===== src/rtl/swled_pkg.sv =====
package swled_pkg;

    localparam int BYTE_W     = 8;
    localparam int SHORT_W    = 16;
    localparam int LONG_W     = 20;
    localparam int CNT_W      = 20;
    localparam int APB_ADDR_W = 5;
    localparam int APB_DATA_W = 32;
    localparam int REG_IDX_W  = 3;
    localparam int BIT_POS_W  = 3;

    // Request codes
    localparam logic CMD_TICK = 1'b0;
    localparam logic CMD_PUSH = 1'b1;

    // Register indexes
    localparam logic [REG_IDX_W-1:0] REG_ONE_HIGH  = 3'd0;
    localparam logic [REG_IDX_W-1:0] REG_ONE_LOW   = 3'd1;
    localparam logic [REG_IDX_W-1:0] REG_ZERO_HIGH = 3'd2;
    localparam logic [REG_IDX_W-1:0] REG_ZERO_LOW  = 3'd3;
    localparam logic [REG_IDX_W-1:0] REG_RESET     = 3'd4;
    localparam logic [REG_IDX_W-1:0] REG_LEAD      = 3'd5;

    // Register reset values
    localparam logic [SHORT_W-1:0] ONE_HIGH_RST  = 16'd35;
    localparam logic [SHORT_W-1:0] ONE_LOW_RST   = 16'd80;
    localparam logic [SHORT_W-1:0] ZERO_HIGH_RST = 16'd10;
    localparam logic [SHORT_W-1:0] ZERO_LOW_RST  = 16'd110;
    localparam logic [LONG_W-1:0]  RESET_RST     = 20'd6000;
    localparam logic [LONG_W-1:0]  LEAD_RST      = 20'd1000;

    localparam logic [BIT_POS_W-1:0] LAST_BIT_POS = 3'd7;

    typedef enum logic [2:0] {
        PH_IDLE,
        PH_LEAD,
        PH_HIGH,
        PH_LOW,
        PH_WAIT,
        PH_RESET
    } phase_t;

    // Classified request as it travels from front to back
    typedef struct packed {
        logic              is_push;
        logic [BYTE_W-1:0] data_byte;
        logic              last_byte;
    } req_t;

    typedef struct packed {
        logic pin_level;
        logic byte_accepted;
        logic holding_free;
        logic frame_done;
        logic busy_res;
    } result_t;

    typedef struct packed {
        logic [SHORT_W-1:0] one_high_ticks;
        logic [SHORT_W-1:0] one_low_ticks;
        logic [SHORT_W-1:0] zero_high_ticks;
        logic [SHORT_W-1:0] zero_low_ticks;
        logic [LONG_W-1:0]  reset_ticks;
        logic [LONG_W-1:0]  lead_ticks;
    } timing_t;

endpackage


===== src/rtl/swled_if.sv =====
interface swled_in_if;
    logic                         valid;
    logic                         ready;
    logic                         cmd;
    logic [swled_pkg::BYTE_W-1:0] data_byte;
    logic                         last_byte;

    modport source (output valid, output cmd, output data_byte, output last_byte,
                    input ready);
    modport sink (input valid, input cmd, input data_byte, input last_byte,
                  output ready);
endinterface

interface swled_out_if;
    logic valid;
    logic ready;
    logic pin_level;
    logic byte_accepted;
    logic holding_free;
    logic frame_done;
    logic busy_res;

    modport source (output valid, output pin_level, output byte_accepted,
                    output holding_free, output frame_done, output busy_res,
                    input ready);
    modport sink (input valid, input pin_level, input byte_accepted,
                  input holding_free, input frame_done, input busy_res,
                  output ready);
endinterface


===== src/rtl/swled_front.sv =====
module swled_front #(
    parameter int DEPTH = 2
) (
    input  logic              clk,
    input  logic              rst_n,
    swled_in_if.sink          in_ch,
    output logic              head_valid,
    output swled_pkg::req_t   head_req,
    input  logic              head_pop
);
    import swled_pkg::*;

    localparam int PTR_W = (DEPTH > 1) ? $clog2(DEPTH) : 1;
    localparam int FILL_W = $clog2(DEPTH + 1);

    req_t              q_mem_reg [DEPTH];
    logic [PTR_W-1:0]  wr_ptr_reg;
    logic [PTR_W-1:0]  wr_ptr_next;
    logic [PTR_W-1:0]  rd_ptr_reg;
    logic [PTR_W-1:0]  rd_ptr_next;
    logic [FILL_W-1:0] fill_reg;
    logic [FILL_W-1:0] fill_next;
    logic              push_en;
    logic              pop_en;
    req_t              in_req;

    // Classify the incoming request
    always_comb
    begin
        in_req.is_push   = (in_ch.cmd == CMD_PUSH);
        in_req.data_byte = in_ch.data_byte;
        in_req.last_byte = in_ch.last_byte;
    end

    assign in_ch.ready = (fill_reg < FILL_W'(DEPTH));
    assign push_en     = in_ch.valid && in_ch.ready;
    assign head_valid  = (fill_reg != '0);
    assign pop_en      = head_pop && head_valid;
    assign head_req    = q_mem_reg[rd_ptr_reg];

    // Advance pointers and fill level
    always_comb
    begin
        wr_ptr_next = wr_ptr_reg;
        rd_ptr_next = rd_ptr_reg;
        fill_next   = fill_reg;
        if (push_en)
        begin
            wr_ptr_next = (wr_ptr_reg == PTR_W'(DEPTH - 1)) ? '0 : wr_ptr_reg + 1'b1;
        end
        if (pop_en)
        begin
            rd_ptr_next = (rd_ptr_reg == PTR_W'(DEPTH - 1)) ? '0 : rd_ptr_reg + 1'b1;
        end
        if (push_en && !pop_en)
        begin
            fill_next = fill_reg + 1'b1;
        end
        else if (!push_en && pop_en)
        begin
            fill_next = fill_reg - 1'b1;
        end
    end

    always_ff @(posedge clk or negedge rst_n)
    begin
        if (!rst_n)
        begin
            wr_ptr_reg <= '0;
            rd_ptr_reg <= '0;
            fill_reg   <= '0;
        end
        else
        begin
            wr_ptr_reg <= wr_ptr_next;
            rd_ptr_reg <= rd_ptr_next;
            fill_reg   <= fill_next;
        end
    end

    // Store the request in the queue
    always_ff @(posedge clk)
    begin
        if (push_en)
        begin
            q_mem_reg[wr_ptr_reg] <= in_req;
        end
    end

endmodule


===== src/rtl/swled_engine.sv =====
module swled_engine (
    input  logic              clk,
    input  logic              rst_n,
    input  swled_pkg::timing_t timing,
    input  logic              head_valid,
    input  swled_pkg::req_t   head_req,
    output logic              head_pop,
    swled_out_if.source       out_ch
);
    import swled_pkg::*;

    phase_t                phase_reg;
    phase_t                phase_next;
    logic [CNT_W-1:0]      cnt_reg;
    logic [CNT_W-1:0]      cnt_next;
    logic [BYTE_W-1:0]     shift_reg;
    logic [BYTE_W-1:0]     shift_next;
    logic [BIT_POS_W-1:0]  bit_pos_reg;
    logic [BIT_POS_W-1:0]  bit_pos_next;
    logic                  cur_last_reg;
    logic                  cur_last_next;
    logic [BYTE_W-1:0]     held_byte_reg;
    logic [BYTE_W-1:0]     held_byte_next;
    logic                  held_valid_reg;
    logic                  held_valid_next;
    logic                  held_last_reg;
    logic                  held_last_next;
    logic                  out_valid_reg;
    logic                  out_valid_next;
    result_t               out_res_reg;
    result_t               out_res_next;

    logic                  cur_bit;
    logic [CNT_W:0]        cnt_inc;
    logic [CNT_W:0]        limit;
    logic                  reached;
    logic                  is_tick;

    // Take a request whenever the output slot frees this cycle
    assign head_pop = head_valid && (!out_valid_reg || out_ch.ready);
    assign is_tick  = !head_req.is_push;

    // Select the duration of the current phase
    always_comb
    begin
        cur_bit = shift_reg[LAST_BIT_POS - bit_pos_reg];
        cnt_inc = {1'b0, cnt_reg} + 1'b1;
        case (phase_reg)
            PH_HIGH:
            begin
                limit = (CNT_W + 1)'(cur_bit ? timing.one_high_ticks
                                             : timing.zero_high_ticks);
            end
            PH_LOW:
            begin
                limit = (CNT_W + 1)'(cur_bit ? timing.one_low_ticks
                                             : timing.zero_low_ticks);
            end
            PH_RESET:
            begin
                limit = (CNT_W + 1)'(timing.reset_ticks);
            end
            default:
            begin
                limit = (CNT_W + 1)'(timing.lead_ticks);
            end
        endcase
        // A zero duration lasts one tick, except the lead-in
        if (phase_reg != PH_LEAD && limit == '0)
        begin
            limit = (CNT_W + 1)'(1);
        end
        reached = (cnt_inc >= limit);
    end

    // Next state
    always_comb
    begin
        phase_next      = phase_reg;
        cnt_next        = cnt_reg;
        shift_next      = shift_reg;
        bit_pos_next    = bit_pos_reg;
        cur_last_next   = cur_last_reg;
        held_byte_next  = held_byte_reg;
        held_valid_next = held_valid_reg;
        held_last_next  = held_last_reg;
        if (head_pop)
        begin
            if (!is_tick)
            begin
                // Fill the holding register; refuse when full
                if (!held_valid_reg)
                begin
                    held_byte_next  = head_req.data_byte;
                    held_last_next  = head_req.last_byte;
                    held_valid_next = 1'b1;
                end
            end
            else
            begin
                case (phase_reg)
                    PH_IDLE:
                    begin
                        if (held_valid_reg)
                        begin
                            shift_next      = held_byte_reg;
                            cur_last_next   = held_last_reg;
                            held_valid_next = 1'b0;
                            bit_pos_next    = '0;
                            cnt_next        = '0;
                            phase_next      = (timing.lead_ticks == '0) ? PH_HIGH : PH_LEAD;
                        end
                    end
                    PH_LEAD, PH_HIGH:
                    begin
                        if (reached)
                        begin
                            phase_next = (phase_reg == PH_LEAD) ? PH_HIGH : PH_LOW;
                            cnt_next   = '0;
                        end
                        else
                        begin
                            cnt_next = cnt_inc[CNT_W-1:0];
                        end
                    end
                    PH_LOW:
                    begin
                        if (reached)
                        begin
                            cnt_next = '0;
                            if (bit_pos_reg != LAST_BIT_POS)
                            begin
                                bit_pos_next = bit_pos_reg + 1'b1;
                                phase_next   = PH_HIGH;
                            end
                            else if (cur_last_reg)
                            begin
                                phase_next = PH_RESET;
                            end
                            else if (held_valid_reg)
                            begin
                                shift_next      = held_byte_reg;
                                cur_last_next   = held_last_reg;
                                held_valid_next = 1'b0;
                                bit_pos_next    = '0;
                                phase_next      = PH_HIGH;
                            end
                            else
                            begin
                                phase_next = PH_WAIT;
                            end
                        end
                        else
                        begin
                            cnt_next = cnt_inc[CNT_W-1:0];
                        end
                    end
                    PH_WAIT:
                    begin
                        if (held_valid_reg)
                        begin
                            shift_next      = held_byte_reg;
                            cur_last_next   = held_last_reg;
                            held_valid_next = 1'b0;
                            bit_pos_next    = '0;
                            cnt_next        = '0;
                            phase_next      = PH_HIGH;
                        end
                    end
                    PH_RESET:
                    begin
                        if (reached)
                        begin
                            phase_next = PH_IDLE;
                            cnt_next   = '0;
                        end
                        else
                        begin
                            cnt_next = cnt_inc[CNT_W-1:0];
                        end
                    end
                    default:
                    begin
                        phase_next = PH_IDLE;
                        cnt_next   = '0;
                    end
                endcase
            end
        end
    end

    // Outputs
    always_comb
    begin
        out_valid_next = out_valid_reg;
        out_res_next   = out_res_reg;
        if (head_pop)
        begin
            out_valid_next              = 1'b1;
            out_res_next.pin_level      = (phase_next == PH_HIGH);
            out_res_next.byte_accepted  = !is_tick && !held_valid_reg;
            out_res_next.holding_free   = !held_valid_next;
            out_res_next.frame_done     = is_tick && (phase_reg == PH_RESET) && reached;
            out_res_next.busy_res       = (phase_next != PH_IDLE);
        end
        else if (out_ch.ready)
        begin
            out_valid_next = 1'b0;
        end
    end

    always_ff @(posedge clk or negedge rst_n)
    begin
        if (!rst_n)
        begin
            phase_reg      <= PH_IDLE;
            cnt_reg        <= '0;
            shift_reg      <= '0;
            bit_pos_reg    <= '0;
            cur_last_reg   <= 1'b0;
            held_byte_reg  <= '0;
            held_valid_reg <= 1'b0;
            held_last_reg  <= 1'b0;
            out_valid_reg  <= 1'b0;
        end
        else
        begin
            phase_reg      <= phase_next;
            cnt_reg        <= cnt_next;
            shift_reg      <= shift_next;
            bit_pos_reg    <= bit_pos_next;
            cur_last_reg   <= cur_last_next;
            held_byte_reg  <= held_byte_next;
            held_valid_reg <= held_valid_next;
            held_last_reg  <= held_last_next;
            out_valid_reg  <= out_valid_next;
        end
    end

    // Hold the result until taken
    always_ff @(posedge clk)
    begin
        out_res_reg <= out_res_next;
    end

    assign out_ch.valid         = out_valid_reg;
    assign out_ch.pin_level     = out_res_reg.pin_level;
    assign out_ch.byte_accepted = out_res_reg.byte_accepted;
    assign out_ch.holding_free  = out_res_reg.holding_free;
    assign out_ch.frame_done    = out_res_reg.frame_done;
    assign out_ch.busy_res      = out_res_reg.busy_res;

endmodule


===== src/rtl/single_wire_led_bit_serializer_top.sv =====
// A request waits in the request queue, and its result is registered in the engine's
// output slot; a stalled output holds later requests in the queue.
// Throughput: one request per cycle unless the output stalls; a tick request moves the
// engine's waveform state machine by one step; the request queue absorbs stalls.
// Reset: rst_n clears the queue, the waveform state and the holding register, and
// returns the timing registers to their default values.
module single_wire_led_bit_serializer_top #(
    parameter int QUEUE_DEPTH = 2
) (
    input  logic                                clk,
    input  logic                                rst_n,
    swled_in_if.sink                            in_ch,
    swled_out_if.source                         out_ch,
    input  logic                                psel,
    input  logic                                penable,
    input  logic                                pwrite,
    input  logic [swled_pkg::APB_ADDR_W-1:0]    paddr,
    input  logic [swled_pkg::APB_DATA_W-1:0]    pwdata,
    output logic [swled_pkg::APB_DATA_W-1:0]    prdata,
    output logic                                pready
);
    import swled_pkg::*;

    logic [SHORT_W-1:0]   one_high_reg;
    logic [SHORT_W-1:0]   one_low_reg;
    logic [SHORT_W-1:0]   zero_high_reg;
    logic [SHORT_W-1:0]   zero_low_reg;
    logic [LONG_W-1:0]    reset_reg;
    logic [LONG_W-1:0]    lead_reg;
    logic [REG_IDX_W-1:0] reg_idx;
    logic                 wr_en;
    timing_t              timing;
    logic                 head_valid;
    req_t                 head_req;
    logic                 head_pop;

    assign pready  = 1'b1;
    assign reg_idx = paddr[APB_ADDR_W-1:2];
    assign wr_en   = psel && penable && pwrite && pready;

    // Write timing registers
    always_ff @(posedge clk or negedge rst_n)
    begin
        if (!rst_n)
        begin
            one_high_reg  <= ONE_HIGH_RST;
            one_low_reg   <= ONE_LOW_RST;
            zero_high_reg <= ZERO_HIGH_RST;
            zero_low_reg  <= ZERO_LOW_RST;
            reset_reg     <= RESET_RST;
            lead_reg      <= LEAD_RST;
        end
        else if (wr_en)
        begin
            case (reg_idx)
                REG_ONE_HIGH:  one_high_reg  <= pwdata[SHORT_W-1:0];
                REG_ONE_LOW:   one_low_reg   <= pwdata[SHORT_W-1:0];
                REG_ZERO_HIGH: zero_high_reg <= pwdata[SHORT_W-1:0];
                REG_ZERO_LOW:  zero_low_reg  <= pwdata[SHORT_W-1:0];
                REG_RESET:     reset_reg     <= pwdata[LONG_W-1:0];
                REG_LEAD:      lead_reg      <= pwdata[LONG_W-1:0];
                default:       ;
            endcase
        end
    end

    // Read back timing registers
    always_comb
    begin
        case (reg_idx)
            REG_ONE_HIGH:  prdata = APB_DATA_W'(one_high_reg);
            REG_ONE_LOW:   prdata = APB_DATA_W'(one_low_reg);
            REG_ZERO_HIGH: prdata = APB_DATA_W'(zero_high_reg);
            REG_ZERO_LOW:  prdata = APB_DATA_W'(zero_low_reg);
            REG_RESET:     prdata = APB_DATA_W'(reset_reg);
            REG_LEAD:      prdata = APB_DATA_W'(lead_reg);
            default:       prdata = '0;
        endcase
    end

    always_comb
    begin
        timing.one_high_ticks  = one_high_reg;
        timing.one_low_ticks   = one_low_reg;
        timing.zero_high_ticks = zero_high_reg;
        timing.zero_low_ticks  = zero_low_reg;
        timing.reset_ticks     = reset_reg;
        timing.lead_ticks      = lead_reg;
    end

    swled_front #(
        .DEPTH (QUEUE_DEPTH)
    ) u_front (
        .clk        (clk),
        .rst_n      (rst_n),
        .in_ch      (in_ch),
        .head_valid (head_valid),
        .head_req   (head_req),
        .head_pop   (head_pop)
    );

    swled_engine u_engine (
        .clk        (clk),
        .rst_n      (rst_n),
        .timing     (timing),
        .head_valid (head_valid),
        .head_req   (head_req),
        .head_pop   (head_pop),
        .out_ch     (out_ch)
    );

endmodule

===== src/flat_wrapper.sv =====
// flat-port wrapper written by rule: the top's interface ports become plain ports
module single_wire_led_bit_serializer_top_flat import swled_pkg::*;
#(
    parameter int QUEUE_DEPTH = 2
)
  (clk, rst_n, psel, penable, pwrite, paddr, pwdata, prdata, pready, in_ch_valid, in_ch_cmd, in_ch_data_byte, in_ch_last_byte, in_ch_ready, out_ch_valid, out_ch_pin_level, out_ch_byte_accepted, out_ch_holding_free, out_ch_frame_done, out_ch_busy_res, out_ch_ready);
  swled_in_if in_ch_i ();
  swled_out_if out_ch_i ();
  input  logic clk;
  input  logic rst_n;
  input  logic psel;
  input  logic penable;
  input  logic pwrite;
  input  logic [swled_pkg::APB_ADDR_W-1:0] paddr;
  input  logic [swled_pkg::APB_DATA_W-1:0] pwdata;
  output logic [swled_pkg::APB_DATA_W-1:0] prdata;
  output logic pready;
  input wire logic [$bits(in_ch_i.valid)-1:0] in_ch_valid;
  input wire logic [$bits(in_ch_i.cmd)-1:0] in_ch_cmd;
  input wire logic [$bits(in_ch_i.data_byte)-1:0] in_ch_data_byte;
  input wire logic [$bits(in_ch_i.last_byte)-1:0] in_ch_last_byte;
  output wire logic [$bits(in_ch_i.ready)-1:0] in_ch_ready;
  output wire logic [$bits(out_ch_i.valid)-1:0] out_ch_valid;
  output wire logic [$bits(out_ch_i.pin_level)-1:0] out_ch_pin_level;
  output wire logic [$bits(out_ch_i.byte_accepted)-1:0] out_ch_byte_accepted;
  output wire logic [$bits(out_ch_i.holding_free)-1:0] out_ch_holding_free;
  output wire logic [$bits(out_ch_i.frame_done)-1:0] out_ch_frame_done;
  output wire logic [$bits(out_ch_i.busy_res)-1:0] out_ch_busy_res;
  input wire logic [$bits(out_ch_i.ready)-1:0] out_ch_ready;
  assign in_ch_i.valid = in_ch_valid;
  assign in_ch_i.cmd = in_ch_cmd;
  assign in_ch_i.data_byte = in_ch_data_byte;
  assign in_ch_i.last_byte = in_ch_last_byte;
  assign in_ch_ready = in_ch_i.ready;
  assign out_ch_valid = out_ch_i.valid;
  assign out_ch_pin_level = out_ch_i.pin_level;
  assign out_ch_byte_accepted = out_ch_i.byte_accepted;
  assign out_ch_holding_free = out_ch_i.holding_free;
  assign out_ch_frame_done = out_ch_i.frame_done;
  assign out_ch_busy_res = out_ch_i.busy_res;
  assign out_ch_i.ready = out_ch_ready;
  single_wire_led_bit_serializer_top #(.QUEUE_DEPTH(QUEUE_DEPTH)) u_core (.clk(clk), .rst_n(rst_n), .in_ch(in_ch_i), .out_ch(out_ch_i), .psel(psel), .penable(penable), .pwrite(pwrite), .paddr(paddr), .pwdata(pwdata), .prdata(prdata), .pready(pready));
endmodule

===== config.mk =====
export PLATFORM = sky130hd
export DESIGN_NAME = single_wire_led_bit_serializer_top_flat
export DESIGN_NICKNAME = d
export VERILOG_FILES = /design/src/rtl/swled_pkg.sv /design/src/rtl/swled_if.sv /design/src/rtl/swled_front.sv /design/src/rtl/swled_engine.sv /design/src/rtl/single_wire_led_bit_serializer_top.sv /design/src/flat_wrapper.sv
export SDC_FILE = /design/constraint.sdc
export NUM_CORES = 1
export LEC_CHECK = 0
export CORE_MARGIN = 2
export CORE_UTILIZATION = 64
export DETAILED_ROUTE_END_ITERATION = 8
export DONT_BUFFER_PORTS = 1
export GPL_TIMING_DRIVEN = 0
export PLACE_DENSITY = 0.9
export SLEW_MARGIN = 20
export SYNTH_ARGS = -nofsm -noshare
export SYNTH_HDL_FRONTEND = slang
export SYNTH_SLANG_ARGS = --single-unit

===== constraint.sdc =====
create_clock -name clk -period 5.5 [get_ports clk]
set_input_delay 0.275 -clock clk [delete_from_list [all_inputs] [get_ports clk]]
set_output_delay 0.275 -clock clk [all_outputs]
set_load 0.1 [all_outputs]

==> results of run 1 <==
## worst min path at each step
| stage | startpoint | to | slack, ns | cells after the start |
|---|---|---|---|---|
| after floorplan | rst_n | u_core.lead_reg[0]$_DFFE_PN0P_ | -0.02 | 0 |
| after global placement | rst_n | u_core.u_engine.cnt_reg[17]$_DFFE_PN0P_ | -0.01 | 0 |
| after detailed placement | rst_n | u_core.u_engine.out_ch.valid$_DFFE_PN0P_ | -0.01 | 0 |
| after CTS | pwdata[15] | u_core.one_high_reg[15]$_DFFE_PN0P_ | 0.0005 | 1 |
| after global routing | pwdata[10] | u_core.one_low_reg[10]$_DFFE_PN0P_ | 0.0001 | 1 |
| final | pwdata[10] | u_core.one_low_reg[10]$_DFFE_PN0P_ | 0.003 | 1 |
## logic make-up after synthesis
| family | after synthesis | synth area share, % |
|---|---|---|
| fa+ha+maj | 24 | 3.203 |
| other cells | 2 | 0.08010 |
| simple gates | 148 | 8.688 |
| compound gates | 182 | 13.72 |
| xor+xnor | 23 | 2.149 |
| mux | 157 | 18.79 |
| buf+inv | 77 | 3.924 |
| flops | 179 | 49.45 |
## cell usage in the layout, fill, tap and decap left out, types with 9 or more instances in the layout
master	n
sky130_fd_sc_hd__ha_1	24
sky130_fd_sc_hd__nand3_1	27
sky130_fd_sc_hd__o22ai_1	11
sky130_fd_sc_hd__nand2_1	24
sky130_fd_sc_hd__nor2_1	30
sky130_fd_sc_hd__nand4_1	10
sky130_fd_sc_hd__clkbuf_1	27
sky130_fd_sc_hd__xnor2_1	14
sky130_fd_sc_hd__a21oi_1	28
sky130_fd_sc_hd__buf_4	16
sky130_fd_sc_hd__clkbuf_16	17
sky130_fd_sc_hd__mux2_2	118
sky130_fd_sc_hd__inv_1	20
sky130_fd_sc_hd__xor2_1	9
sky130_fd_sc_hd__dfrtp_1	129
sky130_fd_sc_hd__mux2i_1	34
sky130_fd_sc_hd__a22oi_1	59
sky130_fd_sc_hd__edfxtp_1	25
sky130_fd_sc_hd__dfstp_2	25
sky130_fd_sc_hd__dlygate4sd3_1	33
sky130_fd_sc_hd__conb_1	13
sky130_fd_sc_hd__a22o_1	19
sky130_fd_sc_hd__o21ai_0	23
## worst reg2reg max path: cells and delay by family (launching register included)
family | cells | cell delay, ns
buffers and inverters | 1 | 0.26
multiplexers | 3 | 1.11
adder cells (fa/ha/maj) | 1 | 0.24
AO/OA/AOI/OAI | 6 | 1.68
AND/OR/NAND/NOR | 6 | 1.32
flip-flops | 1 | 0.46
## routing by layer
metal	global-route usage, %	up-vias	wire length [um]
met5	0	-	0
met4	16.99	0	1598
met3	8.815	176	2873
met2	53.01	592	12080
met1	42.35	3614	9829
li1	-	3091	-
## area by class of cell
type,count,area (um2)
antenna,1,2.502
buffer,57,292.8
clock buffer,18,432.9
clock inverter,14,158.9
fill,888,3780
inverter,20,75.07
multi-input combinational,547,4443
sequential,179,4636
tap,184,230.2
timing repair buffer,36,372.9
## report_power, final
part	switching (W)	total, W	internal, W
Clock	0.000579	0.00123	0.000653
Combinational	0.000881	0.00142	0.000540
Sequential	0.000339	0.00201	0.00167
Total	0.00180	0.00466	0.00286
## metrics by stage
step | cells | utilization [%] | power (W)
2_1_floorplan | 803 | - | 0.003005
3_5_place_dp | 989 | 67.10 | 0.003296
4_1_cts | 1053 | 73.54 | 0.004577
3_3_place_gp | 987 | 66.88 | 0.003227
6_report | 1056 | 73.79 | 0.004659
5_1_grt | 1056 | 73.79 | 0.004822
## repair_timing
action                                 CTS  global route
endpoints found under the hold margin  274             2
gates resized for setup                  0             2
setup endpoints to repair                0            21
hold buffers                            32             2
## Yosys cell counts (3+ instances only)
cell type,number
sky130_fd_sc_hd__dfrtp_1,129
sky130_fd_sc_hd__mux2_2,118
sky130_fd_sc_hd__a22oi_1,59
sky130_fd_sc_hd__mux2i_1,34
sky130_fd_sc_hd__nor2_1,30
sky130_fd_sc_hd__a21oi_1,28
sky130_fd_sc_hd__clkbuf_1,27
sky130_fd_sc_hd__nand3_1,27
sky130_fd_sc_hd__dfstp_2,25
sky130_fd_sc_hd__edfxtp_1,25
sky130_fd_sc_hd__ha_1,24
sky130_fd_sc_hd__nand2_1,24
sky130_fd_sc_hd__o21ai_0,23
sky130_fd_sc_hd__inv_1,20
sky130_fd_sc_hd__a22o_1,19
sky130_fd_sc_hd__buf_4,14
sky130_fd_sc_hd__xnor2_1,14
sky130_fd_sc_hd__o22ai_1,11
sky130_fd_sc_hd__nand4_1,10
sky130_fd_sc_hd__nor3_1,9
sky130_fd_sc_hd__xor2_1,9
sky130_fd_sc_hd__a21o_1,8
sky130_fd_sc_hd__buf_2,8
sky130_fd_sc_hd__nor2b_1,8
sky130_fd_sc_hd__a221oi_1,5
sky130_fd_sc_hd__a31oi_1,5
sky130_fd_sc_hd__buf_1,5
sky130_fd_sc_hd__nor3b_1,5
sky130_fd_sc_hd__o21bai_1,5
sky130_fd_sc_hd__and3_1,4
sky130_fd_sc_hd__or3_1,4
sky130_fd_sc_hd__or4_1,4
sky130_fd_sc_hd__and2_1,3
sky130_fd_sc_hd__and3b_1,3
sky130_fd_sc_hd__and4_1,3
sky130_fd_sc_hd__nor4_1,3
sky130_fd_sc_hd__o21ai_1,3
==> flow_results.org, run 1 <==
** STA
- Final Cycle Share :: 96.72%
- At the pin with the least slew margin, the transition time is between 1 and 1.5 ns.
- Based on the critical path, the design can be clocked at up to 188.0 MHz.
- Number of hold violations in the final report :: 0
- Setup repair after global routing left no endpoint under its margin.
- Setup-violating endpoint count in the final report :: 0
- Number of max-slew violations in the final report :: 0
- Worst slack on hold paths :: 0.003377 ns
- Headroom to the max-slew limit came out at 24.43%.
- The clock period could shrink to 5.319 ns.
- Once routing completed, OpenROAD measured the worst setup slack at ~0.18 ns.
- Worst Skew :: 0.01465 ns
- Adding up every negative setup slack in the final design gives 0 ns.

** Place
- The placed instances occupy a cell area of a little under 10,000 um2.
- Number of port buffers :: 0
- Setup WS pre-CTS :: 0.2831 ns
- The congestion estimate from routability-driven global placement came to 0.8981.
- Detailed-placement wirelength estimate :: approximately 16 mm

** Layout
- In the final layout, the share of cells above drive strength 1 is 25.60%.
- Nets :: 936
- From synthesis to final layout, the design area changed by 13.53%.
- Final Cell Area :: 10,640 um2

** Logic synthesis
- In the synthesized netlist the dominant register cell turns out to be sky130_fd_sc_hd__dfrtp_1.
- Synthesis inferred 179 register bits.
- Sequential element share of the synthesized area :: 49.45%
- Counting distinct cell types in the post-synthesis netlist gives 66.
- Top area cells in the synthesized netlist :: sky130_fd_sc_hd__dfrtp_1 34%, sky130_fd_sc_hd__mux2_2 14%, sky130_fd_sc_hd__edfxtp_1 8.0%
- Yosys printed 0 warnings.
- Post-synth design cell area :: ~9400 um2
- The biggest area contributor in the post-synthesis netlist is sky130_fd_sc_hd__dfrtp_1.
- Count of flip-flops with a built-in enable after synthesis :: 25
- In this run the mean area of a mapped cell was around 12 um2.
- Summed over its instances, the top area cell type makes up about a third of the synthesized netlist area.
- FFs w/ async S/R, synth :: 86.03%
- Mapped Cells :: about 790

** Critical path
- Measured in cells, the most critical reg-to-reg path has a length of 17.
- For this run, the slowest stage of the critical path takes approximately 0.57 ns.
- Worst path bufs/invs :: 1
- In this run the worst setup path begins at u_core.u_engine.bit_pos_reg[1]$_DFFE_PN0P_.
- The critical path ends at u_core.u_engine.out_ch.busy_res$_DFFE_PP_.
- Slowest stage cell, crit path :: sky130_fd_sc_hd__mux4_2
- In this design, the largest share of critical-path delay is due to compound AO/OA/AOI/OAI gates.
- Required time of the critical path :: 5.68 ns
- Nature of the critical path endpoint :: flip-flop
- R2R Setup Slk :: 0.18 ns
- Of all nets on the critical path, the largest fanout is 10.
- The worst register-to-register path begins at u_core.u_engine.bit_pos_reg[1]$_DFFE_PN0P_.
- Cells along the critical path :: mux4_2, mux2i_4, buf_6, mux2i_1, o22ai_1, a221oi_1, nand4_1, or3_1, o21ai_1, ha_1, nand3_1, nor3_1, a221oi_1, o21ai_2, or2_1, a221o_1, or3_1
- The critical path is of the reg -> reg type.
- In this run the critical register-to-register path is captured at u_core.u_engine.out_ch.busy_res$_DFFE_PP_.
- The critical path runs through a total of 17 cells.
- Startpoint kind of the worst setup timing path :: flip-flop
- For the worst setup path, the data arrival time is 5.50 ns.

** Floorplanning
- During I/O placement, the number of pins put on the boundary was 94.
- In this run the core area contains 44 standard-cell rows.
- Die X-Extent :: 125.0 um
- The die covers 15,630 um2.
- The initial utilization of the core area, before any placement, comes to between 60% and 70%.
- In this run the vertical extent of the chip is 125.0 um.
- Core region area :: around 14,000 um2

** Status
- Run status :: finished clean

** Clocking
- Post-CTS timing repair inserted 0 buffers for setup.
- Clock tree from TritonCTS :: done
- The tree is rooted in a sky130_fd_sc_hd__clkbuf_16.
- Number of buffers on the longest clock path :: 2
- Clock slew at reported path FFs :: 0.07 ns
- The H-tree was split into 4 levels.
- Total clock buffers created by CTS :: 17
- Latest clock arrival within the worst-skew pair :: 0.44 ns
- The clock net in this run drives a total of 179 sinks.

** Drt
- WL/cell :: 24.98 um
- The first detailed-routing pass ran for 8 iterations.
- Routed vias :: around 7.5k
- Drt total wl :: 26.38 mm
- Post-route DRC violation count :: 0
- After detailed routing, the number of vias per cell comes to 7.077.
- For this block, the initial DRC count from the detailed router was 1,200.
- Number of nets with antenna violations after routing :: 0

** Global route
- The first global-routing pass estimated just over 40 mm of wire.
- Global-route total usage across every layer :: between 30% and 40%
- The initial antenna violation count was 1.
- Entering global routing, the biggest net connects 155 pins.
- Vias in the first global route :: 7,494
- For this run the aggregate overflow at the end of global routing stands at 0.

** Run
- Max-cap violations in this run came to 0.

** Power
- Pleak :: 4.697 nW
- Total power density per cell area :: 437.7 nW/um2
- Across the VDD grid, the largest voltage drop is 0.3324 mV.

** Min path
- HP Class :: in -> reg
No activity file was read; power rests on OpenSTA's default activity.
==> run 2, diff against run 1 <==
- REMOVE_ABC_BUFFERS: unset -> 1
- clock period: 5.5 -> 5.8 ns (I/O delays scaled with it)
==> run 2 against run 1 <==
Critical path depth is the same. Die area unchanged. Global-route usage is 1.2 points lower. Routed wire length is 3.2% lower. Maximum frequency fell by 5.7%.
==> flow_results.org, run 2 (synthesized netlist as in run 1, its figures left out) <==
** Floorplanning
- 94 I/O pins were placed.
- The die covers 15,630 um2.
- Die X-Extent :: 125.0 um
- Rows :: 44
- The initial utilization of the core area, before any placement, comes to 65.00%.
- In this run the vertical extent of the chip is 125.0 um.
- Core region area :: roughly 14,000 um2

** Power
- Internal power comes to 0.002730 W.
- Summed over all cells, the static leakage comes to roughly 4.7 nW.
- The clock network accounts for 26.9% of the total power.
- For this design the ratio of total power to cell area is 416.5 nW/um2.
- Max rail drop VDD :: 0.2957 mV
- P_sw :: around 0.0017 W
- The share of total power dissipated in sequential elements is 43.0%.
- Logic gate share of total power :: 30.2%
- Sw Ratio :: 38.85%

** STA
- Final hold analysis gives a worst-case slack of 0.005644 ns.
- Top achievable clock speed :: 177.2 MHz
- Clock skew on the completed layout was measured at 0.01293 ns.
- Final Cycle Share :: 97.28%
- Fin worst setup slack :: 0.1575 ns
- Post-layout min period :: 5.643 ns
- The hold violation count in the final report is 0.
- Worst-Margin Slew :: 1.145 ns
- Setup-violating endpoint count in the final report :: 0
- Slew Limit Headroom :: 23.37%
- Number of max-slew violations in the final report :: 0
- Total negative setup slack :: 0 ns

** Critical path
- Data on the critical path arrives at its endpoint at between 5 and 6 ns.
- Cells along the critical path :: mux4_2, mux2i_4, buf_4, mux2i_1, o22ai_1, a221oi_1, nand4_1, or3_1, o21ai_1, ha_1, nand3_1, nor3_1, a221oi_1, o21ai_2, or2_1, a221o_1, or3_1
- Critical path depth :: 17
- CP top delay family :: compound AO/OA/AOI/OAI gates
- For this run, the slowest stage of the critical path takes 0.61 ns.
- Slowest stage cell, crit path :: sky130_fd_sc_hd__a221oi_1
- In this run the worst path has a maximum fanout of 10.
- STA classifies the critical path endpoint as a flip-flop.
- At the worst endpoint, the required time is 5.99 ns.
- The worst setup path is launched from a flip-flop.
- Cell count of the worst reg-to-reg path :: 17
- Critical path type :: reg -> reg
- Worst path bufs/invs :: 1

** Drt
- Number of violations reported at the end of detailed-routing iteration 0 :: 991
- After detailed routing, the number of vias per cell comes to 7.152.
- Number of nets with antenna violations after routing :: 0
- Wires add up to 25.53 mm.
- Post-route DRC violation count :: 0
- The first TritonRoute pass finished after 7 iterations.
- Routed vias :: 7,331
- Dividing the detail-routed wire length by the instance count gives 24.91 um.

** Clocking
- The H-tree generated during clock tree synthesis spans 4 levels.
- TritonCTS built the clock tree.
- Clock slew at reported path FFs :: approximately 0.080 ns
- Total clock buffers created by CTS :: 17
- Clock Root Buffer :: sky130_fd_sc_hd__clkbuf_16
- Latest clock arrival within the worst-skew pair :: around 0.44 ns
- Clock Sinks :: approximately 180
- Number of buffers on the longest clock path :: 2

** Place
- Counting tap cells, the placed design contains a total of 949 instances.
- Port buffering added 0 buffers.
- After legalization and detailed placement, the total HPWL measured 15.93 mm.
- Setup WS pre-CTS :: -0.01653 ns
- Routability Congestion :: 0.9355
- After detailed placement, the total cell area comes to around 9600 um2.

** Global route
- Global routing used between 30% and 40% of the available tracks.
- The total overflow left after global routing is 0.
- Initial antenna violation count :: 0
- The first global-routing pass estimated 39.63 mm of wire.
- Vias in the first global route :: approximately 7.5k
- Entering global routing, the biggest net connects 155 pins.

** Min path
- HP Class :: in -> reg
- Worst hold path depth :: 1

** Layout
- With fillers left out, the area of the finished cells amounts to 10,720 um2.
- After the last flow step, the layout net total stands at 906.
- Compared with the post-synthesis result, the final layout area differs by 14.36%.
- Most common cell after layout, fill and taps aside :: sky130_fd_sc_hd__dfrtp_1
- In the layout the commonest cells are 129 x sky130_fd_sc_hd__dfrtp_1, 118 x sky130_fd_sc_hd__mux2_2, 59 x sky130_fd_sc_hd__a22oi_1.
- Once layout is complete, the cells apart from fillers number about 1.0k.
- Fraction of layout cells with a size suffix above 1 :: 27.23%
- 0 antenna diodes ended up in the layout.
- Fill cells in the final layout number about 810.

** Status
- The flow ran to the end, and the final reports show no timing, DRC or antenna violations.

** Run
- Across the run, the number of max-cap violations was 0.
[run 2: worst reg2reg max path, cell delays in order (launching register included)]
cell                       delay, ns
sky130_fd_sc_hd__dfrtp_1        0.46
sky130_fd_sc_hd__mux4_2         0.58
sky130_fd_sc_hd__mux2i_4        0.30
sky130_fd_sc_hd__buf_4          0.27
sky130_fd_sc_hd__mux2i_1        0.23
sky130_fd_sc_hd__o22ai_1        0.13
sky130_fd_sc_hd__a221oi_1       0.61
sky130_fd_sc_hd__nand4_1        0.19
sky130_fd_sc_hd__or3_1          0.35
sky130_fd_sc_hd__o21ai_1        0.17
sky130_fd_sc_hd__ha_1           0.27
sky130_fd_sc_hd__nand3_1        0.11
sky130_fd_sc_hd__nor3_1         0.06
sky130_fd_sc_hd__a221oi_1       0.37
sky130_fd_sc_hd__o21ai_2        0.23
sky130_fd_sc_hd__or2_1          0.35
sky130_fd_sc_hd__a221o_1        0.38
sky130_fd_sc_hd__or3_1          0.33
[run 2: path summary, 6_finish.rpt]
| path | slack [ns] | start | to |
|---|---|---|---|
| setup / recovery | 0.16 | u_core.u_engine.bit_pos_reg[1]$_DFFE_PN0P_ | u_core.u_engine.out_ch.busy_res$_DFFE_PP_ |
| hold / removal | 0.006 | pwdata[12] | u_core.lead_reg[12]$_DFFE_PN0P_ |
| setup reg to reg | 0.16 | u_core.u_engine.bit_pos_reg[1]$_DFFE_PN0P_ | u_core.u_engine.out_ch.busy_res$_DFFE_PP_ |
| hold reg to reg | 0.51 | u_core.u_engine.held_byte_reg[4]$_DFFE_PN0P_ | u_core.u_engine.shift_reg[4]$_DFFE_PN0P_ |
| max in group asynchronous | 4.66 | rst_n | u_core.u_engine.cnt_reg[16]$_DFFE_PN0P_ |
| min in group asynchronous | 0.52 | rst_n | u_core.u_front.wr_ptr_reg$_DFFE_PN0P_ |
[run 2: area by class of cell]
| cell class | instances | area, um2 | area share (%) |
|---|---|---|---|
| Inverter | 20 | 75.07 | 0.7002 |
| Clock buffer | 17 | 425.4 | 3.968 |
| Tap cell | 184 | 230.2 | 2.147 |
| Sequential cell | 179 | 4636 | 43.24 |
| Clock inverter | 15 | 216.5 | 2.019 |
| Timing Repair Buffer | 63 | 674.4 | 6.290 |
| Multi-Input combinational cell | 547 | 4464 | 41.64 |
[run 2: per-layer routing]
layer	track usage (%)	vias to the layer above	wire length, um
met5	0	-	0
li1	-	3031	-
met1	38.70	3590	9285
met3	7.831	146	2495
met4	17.91	0	1333
met2	53.13	564	12420
[run 2: repair_timing]
| action | 4_1_cts | 5_1_grt |
|---|---|---|
| pin swaps | 1 | 1 |
| resized for setup | 0 | 1 |
| hold endpoints to repair | 230 | 13 |
| hold buffers | 32 | 8 |
| buffers inserted | 0 | 4 |
| endpoints found under the setup margin | 3 | 30 |
[run 2: stage by stage]
stage	power [W]	utilization, %
2_1_floorplan	0.002806	-
3_3_place_gp	0.002978	64.85
3_5_place_dp	0.003129	66.68
4_1_cts	0.004386	73.47
5_1_grt	0.004622	74.33
6_report	0.004465	74.33
[run 2: power groups by stage]
| stage | Clock [W] | Sequential [W] | Combinational (W) |
|---|---|---|---|
| 2_1_floorplan | 0 | 0.00184 | 0.000968 |
| 3_3_place_gp | 0 | 0.00188 | 0.00109 |
| 3_5_place_dp | 0 | 0.00192 | 0.00121 |
| 4_1_cts | 0.00120 | 0.00190 | 0.00128 |
| 5_1_grt | 0.00126 | 0.00194 | 0.00142 |
| 6_report | 0.00120 | 0.00192 | 0.00135 |
==> run 3, diff against run 2 <==
- SYNTH_HIERARCHICAL: unset -> 1
==> run 3 against run 2 <==
Setup slack improved by 0.021 ns. Die area increased by 5.1%. Clock power barely moved. Routed wire length increased by 2.6%. Via count is 1.1% lower.
==> flow_results.org, run 3 <==
** Drt
- The pre-antenna-repair detailed-routing pass consisted of 7 iterations.
- The final route contains 7,252 vias.
- Via count normalized by instance count :: 7.061
- Post-route DRC violation count :: 0
- The first routing iteration left 878 violations.
- The detail route stage leaves a number of antenna-violating nets equal to 0.
- After detailed routing, the average wire length per cell comes to 25.52 um.
- Drt total wl :: 26.21 mm

** Layout
- Leaving out fill and tap cells, the most frequent cell in the layout is sky130_fd_sc_hd__mux2_2.
- Inserted Diodes :: 0
- The library cells used most frequently in the layout, excluding fill and tap cells, are 130 x sky130_fd_sc_hd__mux2_2, 129 x sky130_fd_sc_hd__dfrtp_1, 62 x sky130_fd_sc_hd__mux2i_1.
- Cells with a size suffix above 1 make up 29.32% of the layout.
- Nets :: 904
- Area added between synthesis and finish :: 13.30%
- Once layout is complete, the cells apart from fillers number just over 1k.

** Global route
- In the global route stage, met3 resource usage came out at 8.472%.
- Global-route total usage across every layer :: between 30 and 40%
- The layer flagged by global routing as most heavily used is met2.
- The first global-routing pass estimated 40.74 mm of wire.
- For met2 alone, demand over resource in global routing was 53.82%.
- Met1 Track Usage GR :: around two fifths
- The via count of the first global-routing pass was 7,591.
- The initial antenna violation count was 0.
- Largest net degree at the start of global routing :: 155
- Total congestion overflow after global routing :: 0

** Clocking
- The clock net in this run drives a total of about 180 sinks.
- TritonCTS built the clock tree.
- Total clock buffers created by CTS :: 17
- The clock passes through at most 2 buffers.
- Clock Root Buffer :: sky130_fd_sc_hd__clkbuf_16
- CTS H-tree lvls :: 4
- Latest clock arrival within the worst-skew pair :: 0.45 ns
- Clock slew at reported path FFs :: 0.08 ns

** Critical path
- Startpoint kind of the worst setup timing path :: flip-flop
- For this run, the slowest stage of the critical path takes roughly 0.65 ns.
- Nature of the critical path endpoint :: flip-flop
- Highest net fanout along the worst path :: 24
- Cells along the critical path :: and3b_4, nor2_2, a22oi_1, nand3_1, nor4_1, nand3_1, or3_1, o21ai_1, ha_1, nand2_1, nor4_1, a2111oi_0, a31o_1, and2_2, o311ai_2, or3b_1
- On the critical path the largest part of the delay comes from simple AND/OR/NAND/NOR gates.
- Worst path bufs/invs :: 0
- Critical path type :: reg -> reg
- At the worst endpoint, the required time is 6.00 ns.
- Arrival time at the worst endpoint :: 5.82 ns
- Slowest stage cell, crit path :: sky130_fd_sc_hd__and3b_4

** Logic synthesis
- After synthesis, the netlist uses 79 different library cells.
- Library cell with the largest summed area after synthesis :: sky130_fd_sc_hd__dfrtp_1
- Leading cell type by number of instances after synthesis :: sky130_fd_sc_hd__mux2_2
- Dividing the synthesized area by the synthesized cell count gives 12.15 um2.
- Number of storage elements in the synthesis netlist :: 179
- The mapped netlist covers 9866 um2.
- Sequential elements use 46.99% of the synthesized area.
- Syn. warnings :: 6
- By count the netlist is led by 130 x sky130_fd_sc_hd__mux2_2, 129 x sky130_fd_sc_hd__dfrtp_1, 62 x sky130_fd_sc_hd__mux2i_1, 42 x sky130_fd_sc_hd__nand2_1.
- Mapped Cells :: between 800 and 900
- Fraction of synthesized cell area taken by the top area cell type :: 32.72%
- Top_reg_cell synth :: sky130_fd_sc_hd__dfrtp_1
- FFs w/ async S/R, synth :: between 80% and 90%
- Yosys attributes the largest share of cell area to sky130_fd_sc_hd__dfrtp_1 33%, sky130_fd_sc_hd__mux2_2 15%, sky130_fd_sc_hd__edfxtp_1 7.6%.
- Count of flip-flops with a built-in enable after synthesis :: 25

** STA
- Between clock sinks in the finished design, the worst skew comes to 0.009248 ns.
- Worst-Margin Slew :: 1.234 ns
- Number of max-slew violations in the final report :: 0
- Total negative setup slack :: 0 ns
- Slew Limit Headroom :: 20.04%
- Post-layout min period :: 5.621 ns
- Top achievable clock speed :: 177.9 MHz
- Final Cycle Share :: 96.92%
- Setup-violating endpoint count in the final report :: 0
- The hold violation count in the final report was 0.
- Unrepaired setup endpoints after global routing :: no

** Place
- Number of port buffers :: 0
- The congestion estimate from routability-driven global placement came to 0.9278.
- After legalization and detailed placement, the total HPWL measured about 16 mm.
- Once placement completed, the tool counted placed cells totaling 956.

** Min path
- In this run the worst hold path is classified as in -> reg.

** Floorplanning
- The floorplan step defined a die boundary enclosing ~16,000 um2.
- After floorplanning, the core was sized to cover 15,150 um2.
- For this design the top-level I/O count stands at 94.
- From left edge to right edge, the die measures 128.2 um.
- The die is between 100 and 150 um tall.
- After floorplanning, the core was divided into 45 placement rows.
- Starting utilization of the core area :: 65.14%

** Power
- Summing internal, switching and leakage power gives around 0.0046 W.
- Pleak :: 4.838 nW
- Total power density per cell area :: 408.7 nW/um2
- The worst-case IR drop observed on VDD is approximately 0.31 mV.

** Status
- The flow ran to the end, and the final reports show no timing, DRC or antenna violations.

** Run
- Max_cap viols :: 0
[run 3: cell count changes after synthesis, sizes merged, moves of 15 or more]
cell    previous run  this run
a22o              19         2
a22oi             59        15
mux2i             36        63
o221ai             0        15
buf               29        44
mux2             119       145
nand2             25        43
[run 3: cells by family (layout without fill, tap and decap cells)]
logic type               Yosys count  count (layout)  share of synthesized area, %
adder cells (fa/ha/maj)           24              24                         3.044
XOR/XNOR                          23              23                         2.042
AND/OR/NAND/NOR                  152             152                         8.789
AO/OA/AOI/OAI                    155             155                         11.58
flip-flops                       179             179                         46.99
other                              2              13                       0.07612
multiplexers                     210             210                         23.60
buffers and inverters             67              83                         3.881
[run 3: per-layer routing]
metal	vias to the layer above	part of all wire (%)
met5	-	0
met4	0	4.0
met3	116	8.5
met2	466	50
met1	3614	37
li1	3056	-
[run 3: area by class of cell]
cell class,count,area [um2]
clock inverter,15,202.7
timing repair buffer,42,470.5
inverter,9,33.78
fill,850,3968
sequential,179,4636
tap,188,235.2
multi-input combinational,577,5175
clock buffer,17,425.4
[run 3: metrics by stage]
stage	instance area [um2]	setup slack [ns]	util, %	hold slack, ns
floorplan	9558	0.6193	-	-0.005591
global placement	9793	-0.6733	64.66	-0.002734
detailed placement	10130	-0.001722	66.88	-0.003325
CTS	11110	0.2114	73.33	0.0001558
global route	11180	0.02997	73.80	0.0005708
finish	11180	0.1786	73.80	0.005369
[run 3: what timing repair did]
item,CTS,global route
endpoints found under the hold margin,250,7
endpoints found under the setup margin,1,3
hold buffers,33,6
gates resized for setup,1,1
pin swaps,0,0
buffers inserted,0,0
[run 3: final timing paths]
path	from	endpoint	slack, ns	cells past startpoint
max	u_core/u_engine/phase_reg[1]$_DFF_PN0_	u_core/u_engine/out_ch.busy_res$_DFFE_PP_	0.18	16
min	pwdata[14]	u_core/zero_low_reg[14]$_DFFE_PN0P_	0.005	1
max reg2reg	u_core/u_engine/phase_reg[1]$_DFF_PN0_	u_core/u_engine/out_ch.busy_res$_DFFE_PP_	0.18	16
min reg2reg	u_core/u_front/wr_ptr_reg$_DFFE_PN0P_	u_core/u_front/wr_ptr_reg$_DFFE_PN0P_	0.49	1
max in group asynchronous	rst_n	u_core/u_engine/cnt_reg[0]$_DFFE_PN0P_	4.73	2
min in group asynchronous	rst_n	u_core/one_high_reg[8]$_DFFE_PN0P_	0.49	2
[run 3: where the power goes]
group	switching (W)	internal (W)
sequential	0.000377	0.00159
clock	0.000579	0.000630
combinational	0.000812	0.000582
